--- src/hdl/sca_pkg.sv ---
package sca_pkg;

   localparam int PAGE_BYTES        = 4096;
   localparam int HEAP_WORDS        = 262144;
   localparam int NUM_CLASSES       = 11;
   localparam int MIN_CELL_BYTES    = 8;
   localparam int HEADER_BYTES      = 4;
   localparam int MAX_BLOCK_PAGES   = 256;
   localparam int FIRST_BLOCK_PAGES = 4;

   localparam int ADDR_W     = 32;
   localparam int SIZE_W     = 24;
   localparam int PAGE_CNT_W = 9;
   localparam int STATUS_W   = 3;
   localparam int CSR_IDX_W  = 1;

   localparam int HEAP_AW     = $clog2(HEAP_WORDS);
   localparam int PAGE_LG     = $clog2(PAGE_BYTES);
   localparam int MIN_LG      = $clog2(MIN_CELL_BYTES);
   localparam int CLS_W       = $clog2(NUM_CLASSES);
   localparam int BP_W        = $clog2(MAX_BLOCK_PAGES + 1);
   localparam int LG_W        = $clog2(SIZE_W + 2);
   localparam int LIMIT_PAGES = (HEAP_WORDS * 4) / PAGE_BYTES;

   localparam int REQ_DATA_W = ((SIZE_W + ADDR_W + 7) / 8) * 8;
   localparam int RSP_DATA_W = ((ADDR_W + 7) / 8) * 8;

   localparam logic [ADDR_W-1:0]     HEAP_BASE_RESET  = ADDR_W'(4096);
   localparam logic [PAGE_CNT_W-1:0] HEAP_PAGES_RESET = PAGE_CNT_W'(256);
   localparam logic [ADDR_W-1:0]     LIST_END         = {ADDR_W{1'b1}};

   typedef enum logic [0:0] {
      OP_ALLOC = 1'b0,
      OP_FREE  = 1'b1
   } opcode_type;

   typedef enum logic [STATUS_W-1:0] {
      ST_DONE         = 3'd0,
      ST_NO_PAGES     = 3'd1,
      ST_SIZE_ZERO    = 3'd2,
      ST_TOO_LARGE    = 3'd3,
      ST_NULL_FREE    = 3'd4,
      ST_ALIGNED_FREE = 3'd5
   } status_type;

   typedef enum logic [CSR_IDX_W-1:0] {
      CSR_HEAP_BASE  = 1'b0,
      CSR_HEAP_PAGES = 1'b1
   } csr_index_type;

   typedef struct packed {
      logic       clear_wr;
      logic       load_req;
      logic       decode;
      logic       refill;
      logic       tail_wr;
      logic       head_rd;
      logic       pop;
      logic       free_rd;
      logic       free_wr;
      logic       set_status;
      status_type status_code;
      logic       load_rsp;
   } sca_cmd_type;

   typedef struct packed {
      logic clear_last;
      logic is_free;
      logic size_zero;
      logic too_large;
      logic null_free;
      logic aligned_free;
      logic head_empty;
      logic refill_fail;
   } sca_stat_type;

endpackage

--- src/hdl/sca_ctrl.sv ---
module sca_ctrl (
   input  logic                  clock,
   input  logic                  reset,
   input  logic                  req_tvalid,
   output logic                  req_tready,
   output logic                  rsp_tvalid,
   input  logic                  rsp_tready,
   input  sca_pkg::sca_stat_type stat,
   output sca_pkg::sca_cmd_type  cmd
);

   import sca_pkg::*;

   typedef enum logic [10:0] {
      S_CLEAR      = 11'b00000000001,
      S_IDLE       = 11'b00000000010,
      S_DECODE     = 11'b00000000100,
      S_DISPATCH   = 11'b00000001000,
      S_REFILL     = 11'b00000010000,
      S_TAIL       = 11'b00000100000,
      S_READ       = 11'b00001000000,
      S_POP        = 11'b00010000000,
      S_FREE_READ  = 11'b00100000000,
      S_FREE_WRITE = 11'b01000000000,
      S_DONE       = 11'b10000000000
   } state_type;

   state_type state_ff, state_in;
   logic      rsp_valid_ff, rsp_valid_in;

   assign req_tready = (state_ff == S_IDLE);
   assign rsp_tvalid = rsp_valid_ff;

   always_comb begin
      state_in        = state_ff;
      cmd             = '0;
      cmd.status_code = ST_DONE;
      case (state_ff)
         S_CLEAR: begin
            cmd.clear_wr = 1'b1;
            if (stat.clear_last) begin
               state_in = S_IDLE;
            end
         end
         S_IDLE: begin
            if (req_tvalid) begin
               cmd.load_req = 1'b1;
               state_in     = S_DECODE;
            end
         end
         S_DECODE: begin
            cmd.decode = 1'b1;
            state_in   = S_DISPATCH;
         end
         S_DISPATCH: begin
            if (stat.is_free) begin
               if (stat.null_free) begin
                  cmd.set_status  = 1'b1;
                  cmd.status_code = ST_NULL_FREE;
                  state_in        = S_DONE;
               end else if (stat.aligned_free) begin
                  cmd.set_status  = 1'b1;
                  cmd.status_code = ST_ALIGNED_FREE;
                  state_in        = S_DONE;
               end else begin
                  state_in = S_FREE_READ;
               end
            end else begin
               if (stat.size_zero) begin
                  cmd.set_status  = 1'b1;
                  cmd.status_code = ST_SIZE_ZERO;
                  state_in        = S_DONE;
               end else if (stat.too_large) begin
                  cmd.set_status  = 1'b1;
                  cmd.status_code = ST_TOO_LARGE;
                  state_in        = S_DONE;
               end else if (stat.head_empty) begin
                  state_in = S_REFILL;
               end else begin
                  state_in = S_READ;
               end
            end
         end
         S_REFILL: begin
            cmd.refill = 1'b1;
            if (stat.refill_fail) begin
               cmd.set_status  = 1'b1;
               cmd.status_code = ST_NO_PAGES;
               state_in        = S_DONE;
            end else begin
               state_in = S_TAIL;
            end
         end
         S_TAIL: begin
            cmd.tail_wr = 1'b1;
            state_in    = S_READ;
         end
         S_READ: begin
            cmd.head_rd = 1'b1;
            state_in    = S_POP;
         end
         S_POP: begin
            cmd.pop         = 1'b1;
            cmd.set_status  = 1'b1;
            cmd.status_code = ST_DONE;
            state_in        = S_DONE;
         end
         S_FREE_READ: begin
            cmd.free_rd = 1'b1;
            state_in    = S_FREE_WRITE;
         end
         S_FREE_WRITE: begin
            cmd.free_wr     = 1'b1;
            cmd.set_status  = 1'b1;
            cmd.status_code = ST_DONE;
            state_in        = S_DONE;
         end
         S_DONE: begin
            if (!rsp_valid_ff || rsp_tready) begin
               cmd.load_rsp = 1'b1;
               state_in     = S_IDLE;
            end
         end
         default: begin
            state_in = S_CLEAR;
         end
      endcase
   end

   always_comb begin
      rsp_valid_in = rsp_valid_ff;
      if (cmd.load_rsp) begin
         rsp_valid_in = 1'b1;
      end else if (rsp_tready) begin
         rsp_valid_in = 1'b0;
      end
   end

   always_ff @(posedge clock) begin
      if (reset) begin
         state_ff     <= S_CLEAR;
         rsp_valid_ff <= 1'b0;
      end else begin
         state_ff     <= state_in;
         rsp_valid_ff <= rsp_valid_in;
      end
   end

endmodule

--- config.mk ---
export PLATFORM = sky130hd
export DESIGN_NAME = sca_ctrl
export DESIGN_NICKNAME = d
export VERILOG_FILES = /design/src/hdl/sca_pkg.sv /design/src/hdl/sca_ctrl.sv
export SDC_FILE = /design/constraint.sdc
export NUM_CORES = 1
export LEC_CHECK = 0
export ABC_AREA = 1
export BUFFER_PORTS_ARGS = -buffer_cell sky130_fd_sc_hd__buf_4
export CAP_MARGIN = 20
export CORE_MARGIN = 2
export CORE_UTILIZATION = 53
export DETAILED_ROUTE_END_ITERATION = 7
export PLACE_DENSITY_LB_ADDON = 0.08
export SKIP_CTS_REPAIR_TIMING = 1
export SYNTH_ARGS = -nofsm -noshare
export SYNTH_HDL_FRONTEND = slang
export SYNTH_SLANG_ARGS = --single-unit
--- constraint.sdc ---
create_clock -name clock -period 2.4 [get_ports clock]
set_clock_uncertainty 0.15 [all_clocks]
set_input_delay 0.12 -clock clock [delete_from_list [all_inputs] [get_ports clock]]
set_output_delay 0.12 -clock clock [all_outputs]
set_load 0.05 [all_outputs]
### Word level (Yosys, flattened, before mapping)

Index checks and enable logic that the tools add are counted.

| operators by class | value |
|---|---|
| eq/ne operators | 14 |
| muxes and demuxes | 32 |
| reduce and logical (&&, ||, !) cells | 5 |

Operators by type and width:

| operator | count |
|---|---|
| one-hot mux 11 bit (10 select lines) | 1 |
| two-way mux 11 bit | 9 |
| two-way mux 4 bit | 6 |
| two-way mux 1 bit | 14 |
| one-hot mux 4 bit (3 select lines) | 1 |
| equality test 11 x 1 -> 1 bit, second input constant | 1 |
| equality test 11 x 10 -> 1 bit, second input constant | 1 |
| equality test 11 bit, second input constant | 1 |
| equality test 11 x 2 -> 1 bit, second input constant | 1 |
| equality test 11 x 3 -> 1 bit, second input constant | 1 |
| equality test 11 x 4 -> 1 bit, second input constant | 1 |
| equality test 11 x 5 -> 1 bit, second input constant | 1 |
| equality test 11 x 6 -> 1 bit, second input constant | 1 |
| equality test 11 x 7 -> 1 bit, second input constant | 1 |
| equality test 11 x 8 -> 1 bit, second input constant | 1 |
| equality test 11 x 9 -> 1 bit, second input constant | 1 |
| two-way mux 7 bit | 1 |
| != test 2 bit, second input constant | 3 |
| AND reduction 3 bit | 1 |
| nonzero test 2 bit | 1 |
| OR reduction 2 bit | 1 |
| zero test 1 bit | 1 |
| logical OR 1 bit | 1 |

| word-level totals | value |
|---|---|
| register bits | 12 |

### Depth between registers and ports, before layout

Gate-level depths: netlist of run 1.

| depth | value |
|---|---|
| depth after elaboration | 5 |
| gate-level depth with buffers | 9 |

### Worst setup path after synthesis of run 1

OpenSTA, ideal clock, no wires.

| timing path | value |
|---|---|
| path kind | reg2out |
| start point | register state_ff[9] |
| end point | output cmd[1] in the netlist's numbering |
| arrival | 1639 ps |
| data required time | 2130 ps |
| slack | 491 ps |
| cell stages (with the launch flop) | 6 |
| path buffers | 0 |
| cells stage by stage | dfxtp_1 > nor2_4 > nand2_4 > nor3_4 > inv_1 > o31ai_2 |

RTL lines:

| what | RTL line | RTL |
|---|---|---|
| from (decl) | sca_ctrl.sv:28 | `state_type state_ff, state_in;` |
| from (signal assigned) | sca_ctrl.sv:144 | `state_ff <= state_in;` |
| to (decl) | sca_ctrl.sv:9 | `output sca_pkg::sca_cmd_type cmd` |

==> metrics.md, run 1 <==
| Metric | Value |
|---|---|
| Starting Density | 57.8% |
| Max cap viols | 0 |
| CTS Buf Count | 3 |
| Area grow syn2layout | 34.6% |
| GRT Total Usage | 23.7% |
| Non-Filler Instances | 194 |
| Drt first pass iters | 4 |
| Port Buffers | 27 |
| Min Hold Slack | -14.6 ps |
| Switching power | 202 µW |
| Dominant synthesized flop cell | dfxtp_1 |
| Clock sinks | 12 |
| Maximum vdd drop | 421 µV |
| Antenna Cells | 0 |
| Leak pwr | 0.000689 µW |
| WL final | 2.13 mm |
| Post-synth EDFFs | 0 |
| Internal Power | 360 µW |
| Crit Path Class | reg2out |
| PD cells | 469 nW/µm² |
| Global-route wire length before repair | 3.43 mm |
| Die area | 2030 µm² |
| DR vias | 984 |
| Final setup viols | 0 |
| Ys Warns | 0 |
| Nets | 191 |
| RSZ-0062 raised after global routing | no |
| Placed cell count | 184 |
| Post-synthesis instance area | 891 µm² |
| Core area | 1540 µm² |
| Sequential share of the synthesized area | 27.0% |
| Pin count of the biggest net entering global routing | 9 |
| Post-synthesis register bit count | 12 |
| Status | finished with violations |
| Launch point of the worst path | state_ff[4]$_SDFFE_PP0P_ |
| Root Driver | clkbuf_4 |
| GP Congestion | 0.845 |
| Detailed Place HPWL | 1.70 mm |
| CTS tree | yes |
| Drt drc | 0 |
| Sequential Power Share | 38.4% |
| Logic pwr share | 30.6% |
| Initial DRC count | 42 |
| Synth Net Count | 155 |
| Vias in the first global route | 867 |
| Relative slew slack | 82.0% |
| Endpoints failing hold | 2 |
| Syn_area_per_cell | 6.23 µm² |
| Worst-Margin Slew | 267 ps |
| CP Launch Type | flop |
| Max Slew Vio Count | 0 |
| Die width | 45 µm |
| Synth cell types | 25 |
| Post-route ant nets | 0 |
| Dominant cells by area after synthesis | dfxtp_1 27%, inv_1 13%, nand2_1 12% |
| Placed instance area | 1100 µm² |
| Row count | 14 |
| # H-tree levels | 1 |
| Post-route cell area | 1200 µm² |
| Die height | 45 µm |
| Initial antenna violation count | 0 |
| Worst-case clock buffer depth | 2 |
| Gate Count Post-Synth | 143 |
| Critical Path AT | 1700 ps |
| Hold_sp | stat[7] |
| Critical R2R Launch | state_ff[4]$_SDFFE_PP0P_ |
| WP data required | 2130 ps |
| Largest area contributor in the netlist | dfxtp_1 |
| Worst Path Max Fanout | 5 |
| Io pins | 28 |
| Failing checks | negative hold slack |
| Setup TNS | 0 ps |
| Yosys top cell area share | 27.0% |
| Async set-reset flop share out of synthesis | 0% |
| Crit end category | primary output |
| Sw frac | 35.9% |
| Part of the cycle the worst path needs | 82.0% |
| Clk slew on worst S/H paths | 90 ps |
| Part of the power in the clock network | 31.1% |
| Overflow after GRT | 0 |
| Vias per cell | 5.07 |
| Maximum clock rate | 0.508 GHz |
| WL/cell | 11.0 µm |
| Layout cell share with drive strength beyond 1 | 28.7% |
| Min Tclk post-route | 1970 ps |
| Clock Latency Late Sink | 300 ps |
| HP Class | in2reg |
-- per-stage QoR --
| stage | total power, µW | setup slack (ps) | utilization [%] | hold slack (ps) |
|---|---|---|---|---|
| CTS | 557 | 432 | 73.9 | -128 |
| detailed placement | 387 | 755 | 71.5 | 177 |
| global placement | 385 | 782 | 71.5 | 174 |
| global route | 594 | 271 | 77.8 | 6.64 |
| floorplan | 336 | 491 | - | 46.9 |
| finish | 562 | 432 | 77.8 | -14.6 |
-- cell families after synthesis --
| family | synth area share, % |
|---|---|
| AND/OR/NAND/NOR | 51.8 |
| buffers and inverters | 14.3 |
| flip-flops | 27.0 |
| AO/OA/AOI/OAI | 6.88 |
-- flip-flops by register name, indices dropped and copies added (netlist names) --
signal	flops
rsp_tvalid	1
state_ff	11
-- power by group through the flow --
stage | Combinational [µW] | Clock, µW | Sequential, µW
6_report | 172 | 175 | 216
5_1_grt | 189 | 188 | 216
3_3_place_gp | 165 | 0 | 220
3_5_place_dp | 167 | 0 | 220
4_1_cts | 169 | 172 | 216
2_1_floorplan | 117 | 0 | 219
-- worst max-delay path: stages (launching register included) --
cell and delay [ps]:
dfxtp_1 350, nor2_4 160, nand2_4 90, nor3_4 260, inv_1 120, o31ai_2 180
buf_4 230
-- per-layer routing --
| metal | vias to the layer above | wire length, µm | share of wire (%) | GRT usage (%) |
|---|---|---|---|---|
| li1 | 505 | - | - | - |
| met1 | 439 | 850 | 40 | 27.4 |
| met2 | 35 | 1070 | 50 | 41.7 |
| met3 | 5 | 156 | 7.3 | 4.80 |
| met4 | 0 | 49 | 2.3 | 10.6 |
| met5 | - | 0 | 0 | 0 |
-- area by class of cell --
type                            count  area [µm²]
Clock buffer                        4        36.3
Fill cell                         122         343
Inverter                           31         116
Multi-Input combinational cell     98         523
Sequential cell                    12         240
Tap cell                           16        20.0
Timing Repair Buffer               33         263
-- path summary, 6_finish.rpt --
| check | end | slack (ps) | depth (start not counted) |
|---|---|---|---|
| hold / removal | state_ff[1]$_SDFFE_PP0P_ | -10 | 3 |
| hold reg to reg | rsp_tvalid$_SDFFE_PP0P_ | 430 | 4 |
| setup reg to reg | state_ff[4]$_SDFFE_PP0P_ | 500 | 6 |
| setup / recovery | cmd[1] | 430 | 6 |
-- cell usage in the layout, fill, tap and decap left out, types with 2 or more instances in the layout --
cell and count:
inv_1 31, nand2_1 28, buf_4 27, nor2_1 25
dfxtp_1 12, nand3_1 6, dlygate4sd3_1 6, nand2_2 5
nor2_4 5, nor3_1 5, a21oi_1 4, o21ai_0 4
clkbuf_4 3, nor2_2 2, nand2_4 2, nand4_1 2
-- Yosys cell counts, types with 2 or more instances --
master,instances
inv_1,31
nand2_1,28
nor2_1,25
dfxtp_1,12
nand3_1,6
nand2_2,5
nor2_4,5
nor3_1,5
a21oi_1,4
o21ai_0,4
nand2_4,2
nand4_1,2
nor2_2,2
Note: power is estimated with default switching activity, not from simulation.
==> run 2: changes to the inputs <==
Settings changed: CORE_ASPECT_RATIO set to 0.75, CORE_UTILIZATION 53 to 45.
Clock period 2.4 ns to 1.6 ns, I/O delays scaled along.
==> metrics.md, run 2 (synthesis gave the netlist of run 1 again) <==
| Metric | Value |
|---|---|
| Status | finished with violations |
| Failing checks | negative setup slack |
| Leak pwr | 0.000776 µW (+13%) |
| CTS tree | yes |
| Max Slew Vio Count | 0 (unchanged) |
| Part of the cycle the worst path needs | 121% |
| # H-tree levels | 1 (unchanged) |
| Maximum vdd drop | 539 µV (+28%) |
| Area grow syn2layout | 70.4% |
| Pin count of the biggest net entering global routing | 9 (unchanged) |
| Row count | 13 (-1) |
| Initial antenna violation count | 0 (unchanged) |
| RSZ-0062 raised after global routing | yes |
| CP Launch Type | flop |
| Global-route wire length before repair | 3.49 mm (+1.8%) |
| Die height | 42.5 µm (-5.5%) |
| Root Driver | clkbuf_4 |
| Final setup viols | 20 (+20) |
| Critical R2R Launch | state_ff[9]$_SDFFE_PP0P_ |
| WP data required | 1370 ps (-760 ps) |
| Max cap viols | 0 (unchanged) |
| Crit Path Class | reg2out |
| HP Class | in2reg |
| Vias per cell | 5.31 (+4.6%) |
| DR vias | 1125 (+14%) |
| Drt first pass iters | 4 (unchanged) |
| Worst-Margin Slew | 418 ps (+151 ps) |
| Core area | 1810 µm² (+17%) |
| CTS Buf Count | 3 (unchanged) |
| Starting Density | 49.3% (-8.5 points) |
| Post-layout util | 84.1% (+6.3 points) |
| Commonest non-fill, non-tap cell in the layout | inv_1 |
| Initial DRC count | 65 (+55%) |
| DR top layer | met4 |
| PD cells | 651 nW/µm² (+39%) |
| Vias in the first global route | 793 (-8.5%) |
| Max FFs per register | 11 (unchanged) |
| GRT Total Usage | 19.3% (-4.4 points) |
| WL/cell | 15.5 µm (+41%) |
| Endpoints failing hold | 0 (-2) |
| Die area | 2360 µm² (+16%) |
| GP Congestion | 0.852 (+0.84%) |
| Met3 routed wirelength | 306 µm (+96%) |
| Post-route ant nets | 0 (unchanged) |
| WL met1 | 1.21 mm (+43%) |
| Fillers | 112 (-8.2%) |
| Overflow after GRT | 0 (unchanged) |
| Layout cell share with drive strength beyond 1 | 49.5% (+21 points) |
| Die width | 55.4 µm (+23%) |
| Launch point of the worst path | state_ff[1]$_SDFFE_PP0P_ |
| Hold_sp | req_tvalid |
| Critical Path AT | 1700 ps (about the same) |
| Setup ws final | -329 ps (-761 ps) |
| Clock Latency Late Sink | 280 ps (-20 ps) |
| Relative slew slack | 71.9% (-10 points) |
| Antenna Cells | 0 (unchanged) |
| WL final | 3.28 mm (+54%) |
| Nets | 203 (+6.3%) |
| Most frequent cells in the layout | 23 x inv_1, 21 x nor2_1, 21 x nand2_1 |
| Clock sinks | 12 (unchanged) |
| Biggest register | state_ff |
| Wire length on met2 | 1.72 mm (+61%) |
| Detailed Place HPWL | 1.82 mm (+6.8%) |
| Drt drc | 0 (unchanged) |
| Worst Path Max Fanout | 5 (unchanged) |
| Io pins | 28 (unchanged) |
| Maximum clock rate | 0.518 GHz |
| Min Tclk post-route | 1930 ps |
| Pre-CTS WS | -7.87 ps (-763 ps) |
| Multi-input logic area | 628 µm² (+20%) |
| Setup TNS | -2970 ps (-2970 ps) |
| Crit end category | primary output |
| Non-Filler Instances | 212 (+9.3%) |
| Placed cell count | 192 (+4.3%) |
| Sequential Area | 254 µm² (+5.7%) |
| Port Buffers | 27 (unchanged) |
| Clk slew on worst S/H paths | 90 ps (about the same) |
| Worst-case clock buffer depth | 2 (unchanged) |
==> run 2: cell count changes in the layout (fill, tap and decap cells not counted), sizes merged <==
cell         change
dlygate4sd3      +2
clkinvlp         +1
buf             +10
inv              -1
==> run 2: area by class of cell <==
class	count	share of cell area, %
Sequential cell	12	16.7
Multi-Input combinational cell	98	41.4
Timing Repair Buffer	45	29.8
Clock buffer	4	2.39
Inverter	31	7.91
Tap cell	22	1.81
==> run 2: per-layer routing <==
layer | vias to the layer above | global-route usage, %
met5 | - | 0
met4 | 0 | 2.93
met3 | 8 | 6.48
met2 | 72 | 30.2
met1 | 516 | 26.2
li1 | 529 | -
==> run 2: report_power, final <==
group	switching (µW)	internal (µW)
Combinational	234	171
Clock	116	138
Sequential	16.2	313
==> run 2: worst paths after layout <==
kind | end | slack (ps) | depth (start not counted)
max reg2reg | state_ff[3]$_SDFFE_PP0P_ | -140 | 11
min reg2reg | state_ff[9]$_SDFFE_PP0P_ | 450 | 3
min | state_ff[1]$_SDFFE_PP0P_ | 3 | 4
max | cmd[1] | -330 | 6
==> run 2: worst max-delay path, stage by stage (launching register included) <==
cell	delay [ps]
dfxtp_2	350
nor2_4	130
nand3_2	120
nor3_4	310
inv_2	100
o31ai_4	210
buf_6	190
==> run 2: metrics by stage <==
stage,total power (µW),instance area (µm²),hold WS (ps)
after floorplan,507,927,6.95
after global placement,590,1160,140
after detailed placement,593,1160,140
after CTS,840,1200,-158
after global routing,1030,1520,9.19
final,989,1520,3.49
